===== src/design/bir_pkg.sv =====
// Shared types and constants for the box integrate and reflect block.
package bir_pkg;

  typedef logic signed [31:0] q16_t;

  typedef struct packed {
    q16_t        pos;
    q16_t        vel;
    logic [30:0] size;
  } axis_in_t;

  typedef enum logic [2:0] {
    CFG_BOUND_LEFT  = 3'd0,
    CFG_BOUND_RIGHT = 3'd1,
    CFG_BOUND_DOWN  = 3'd2,
    CFG_BOUND_UP    = 3'd3,
    CFG_BOUND_BACK  = 3'd4,
    CFG_BOUND_FRONT = 3'd5,
    CFG_SPEED_SCALE = 3'd6
  } cfg_idx_t;

  localparam int unsigned NUM_STAGES = 6;
  localparam int unsigned STEP_W     = 33;
  localparam logic [STEP_W-1:0] STEP_MAX = 33'h1_0000_0000;

  localparam q16_t        BOUND_LO_RST = 32'shFF9C_0000;
  localparam q16_t        BOUND_HI_RST = 32'sh0064_0000;
  localparam logic [24:0] SCALE_RST    = 25'h001_0000;

endpackage


===== src/design/bir_step.sv =====
// Time step scaling: step = (time_step * speed_scale) >> 16, capped at 2^32.
module bir_step (
  input  logic                      clk,
  input  logic                      en,
  input  logic [24:0]               time_step,
  input  logic [24:0]               speed_scale,
  output logic [bir_pkg::STEP_W-1:0] step
);
  import bir_pkg::*;

  logic [49:0]       prod_r;
  logic [STEP_W-1:0] step_r;
  logic [STEP_W-1:0] step_nxt;
  logic [33:0]       st;

  always_comb begin
    st = prod_r[49:16];
    if (st > {1'b0, STEP_MAX}) begin
      step_nxt = STEP_MAX;
    end else begin
      step_nxt = st[STEP_W-1:0];
    end
  end

  always_ff @(posedge clk) begin
    if (en) begin
      prod_r <= time_step * speed_scale;
      step_r <= step_nxt;
    end
  end

  assign step = step_r;

endmodule


===== config.mk =====
export PLATFORM = sky130hd
export DESIGN_NAME = bir_step
export DESIGN_NICKNAME = d
export VERILOG_FILES = /design/src/design/bir_pkg.sv /design/src/design/bir_step.sv
export SDC_FILE = /design/constraint.sdc
export NUM_CORES = 2
export LEC_CHECK = 0
export ABC_CLOCK_PERIOD_IN_PS = 13700
export BUFFER_PORTS_ARGS = -buffer_cell sky130_fd_sc_hd__buf_2
export CORE_ASPECT_RATIO = 0.8
export CORE_MARGIN = 2
export CORE_UTILIZATION = 30
export DETAILED_ROUTE_END_ITERATION = 10
export PLACE_DENSITY = 0.55
export SLEW_MARGIN = 20
export SYNTH_ARGS = -nofsm -noshare
export SYNTH_HDL_FRONTEND = slang
export SYNTH_SLANG_ARGS = --single-unit

===== constraint.sdc =====
create_clock -name clk -period 13.7 [get_ports clk]
set_input_delay 2.74 -clock clk [delete_from_list [all_inputs] [get_ports clk]]
set_output_delay 2.74 -clock clk [all_outputs]
set_load 0.05 [all_outputs]

==> results.rst <==
.. list-table::
   :header-rows: 1

   * - Metric
     - Value
   * - Result of the run
     - completed
   * - Remaining Overflow, GRT
     - 0
   * - Nets
     - 3157
   * - TritonCTS buffer count
     - 9
   * - Number of top-level pins
     - 85
   * - DRC marker count from the first detailed-route iteration
     - 826
   * - Number of distinct library cells after synthesis
     - 55
   * - Count of pins over their slew limit
     - 0
   * - Root buffer selected by CTS
     - clkbuf_16
   * - Overall Global Routing Usage
     - 0.155
   * - Post-Synthesis Net Count
     - 3173
   * - Placement Setup Slack
     - 4060 ps
   * - Clock-pin transition on the worst setup and hold timing paths
     - 60 ps
   * - Rel. slew slack
     - 0.386
   * - Synth area leader
     - fa_1
   * - Largest net degree at the start of global routing
     - 68
   * - Synthesized cell area
     - 0.0226 mm²
   * - Routability congestion estimate
     - 0.887
   * - Leading cell types by total area after synthesis
     - fa_1, and2_1, ha_1
   * - Antenna-violating nets left
     - 0
   * - Syn-to-layout area delta
     - 6.89%
   * - Share of flip-flops with an asynchronous set or reset after synthesis
     - 0
   * - Number of warnings issued by yosys
     - 0
   * - Total wire length
     - 57900 µm
   * - Initial antenna violation count
     - 7
   * - DRC violation count after routing
     - 0
   * - Source-to-sink clock delay at the later pin of the worst-skew pair
     - 340 ps
   * - Via-per-instance ratio
     - 4.53
   * - Hold Crit Depth
     - 1
   * - Fraction of final layout cells with drive strength greater than 1
     - 0.0512
   * - Final Critical Period
     - 9290 ps
   * - Number of iterations in the first detailed-routing pass
     - 5
   * - Reg2Reg Depth
     - 6
   * - Quantity of hold-fixing buffers added after cts
     - 0
   * - DP HPWL
     - 46100 µm
   * - Post-synthesis cell count
     - 2414
   * - Site Rows
     - 89
   * - Worst setup margin
     - 4410 ps
   * - Max Clock Skew
     - 12.6 ps
   * - Die boundary height
     - 249 µm
   * - Max FO, Critical Path
     - 25
   * - Transition time at the pin with the least slew margin
     - 921 ps
   * - DIE WIDTH
     - 311 µm
   * - Number of post-CTS setup repair buffers
     - 0
   * - Hold Path Class
     - reg2reg
   * - Hold Violations, Final
     - 0
   * - Share of the synthesized area in the top cell type
     - 0.465
   * - Unrepaired setup endpoints after global routing
     - false
   * - Number of instances resized during post-cts repair
     - 0
   * - Count of port buffers added during placement
     - 84
   * - Hold WS
     - 542 ps
   * - Number of buffers between clock root and the deepest sink
     - 2
   * - Most frequent standard cell in the layout excluding fill and tap cells
     - inv_1
   * - Required time at the worst-slack endpoint
     - 13790 ps
   * - Data arrival time of the worst path
     - 9380 ps
   * - DIE AREA
     - 0.0775 mm²
   * - Main synth FF type
     - edfxtp_1
   * - Number of maximum-capacitance violations
     - 0
   * - Sinks on the clock net
     - 67
   * - Wire length of the first global-routing pass
     - 94500 µm
   * - Number of vias in the routed layout
     - 15400
   * - Number of flops mapped to enable cells by yosys
     - 67
   * - CTS tree
     - yes
   * - Setup violation total in the final timing report
     - 0
   * - Syn_area_per_cell
     - 9.36 µm²
   * - Achievable Freq
     - 0.108 GHz
   * - Element type at the critical path end
     - flop
   * - Antenna diode instance count
     - 0
   * - Synthesis-stage register bit count
     - 67
   * - Critical path type
     - in2reg
   * - WL per Instance
     - 17.0 µm
   * - Initial Utilization
     - 0.305
   * - Top library cells by usage in the layout, fill and taps aside
     - inv_1, fa_1, and2_1
   * - Post-Route Setup TNS
     - 0 ps
   * - Number of global-route vias before repair
     - 16500
   * - Setup crit start kind
     - input port
   * - Core ar.
     - 0.0742 mm²
   * - Final critical-path share of the clock period
     - 0.678
   * - Sequential cell area fraction in the yosys report
     - 0.0891
   * - Max H-tree Level
     - 3
-- cell families (layout without fill, tap and decap cells) --
kind of cell               count (synthesis)  after routing  synth area share
AOI/OAI and AO/OA                        126            126            0.0379
xor gates and xnor gates                  36             36            0.0140
adders and majority gates                707            707             0.566
buffers and inverters                    706            695             0.118
DFF                                       67             67            0.0891
and+or+nand+nor                          772            772             0.175
-- synthesized netlist by cell type, types with 12 or more instances --
library cell / instances
clkbuf_1: 110
and2_1: 367
a21o_1: 14
a21oi_1: 39
nand4_1: 12
nand3_1: 12
nor2_1: 27
xnor2_1: 26
o21ai_0: 17
fa_1: 525
inv_1: 593
nand2_1: 322
ha_1: 182
edfxtp_1: 67
-- routing by layer --
| metal | global-route usage | routed length [µm] |
|---|---|---|
| met5 | 0 | 48 |
| met4 | 0.0308 | 1140 |
| met3 | 0.0209 | 2570 |
| met2 | 0.255 | 27800 |
| met1 | 0.218 | 26400 |
-- per-stage QoR --
stage / cell area [µm²] / std cells / util
2_1_floorplan: 22600 / 2414 / -
3_3_place_gp: 23800 / 3388 / 0.321
3_5_place_dp: 23800 / 3388 / 0.321
4_1_cts: 24100 / 3404 / 0.326
5_1_grt: 24100 / 3404 / 0.326
6_report: 24100 / 3404 / 0.326
-- layout make-up --
| cell class | instances | area, µm² |
|---|---|---|
| fill | 7819 | 50000 |
| multi-input combinational | 1641 | 17900 |
| inverter | 593 | 2230 |
| sequential | 67 | 2010 |
| tap | 1001 | 1250 |
| timing repair buffer | 86 | 435 |
| clock buffer | 9 | 225 |
| clock inverter | 7 | 73.8 |
-- path summary, 6_finish.rpt --
kind / from / endpoint / slack [ps]
hold reg to reg: prod_r[48]$_DFFE_PP_ / step[32]$_SDFFCE_PN1P_ / 540
setup reg to reg: prod_r[16]$_DFFE_PP_ / step[24]$_SDFFCE_PN0P_ / 11570
hold / removal: prod_r[48]$_DFFE_PP_ / step[32]$_SDFFCE_PN1P_ / 540
setup / recovery: speed_scale[2] / prod_r[47]$_DFFE_PP_ / 4410
-- critical path: stages --
cell and delay (ps):
buf_2 500, and2_1 240, fa_1 460, fa_1 550, inv_1 50, fa_1 530
inv_1 60, fa_1 490, inv_1 50, fa_1 530, inv_1 50, fa_1 480
inv_1 50, fa_1 490, inv_1 50, ha_1 340, nand2_1 110, o21ai_1 90
a21oi_1 310, nor3_4 80, o31ai_4 530, o31ai_4 160, a21o_1 180, a211o_1 250
-- state kept, by name (all words and copies together), names as in the netlist --
signal,flops
prod_r,34
step,33
Power is not shown: default switching activity piles up to over one toggle a cycle in this logic, so the estimate is an artifact.
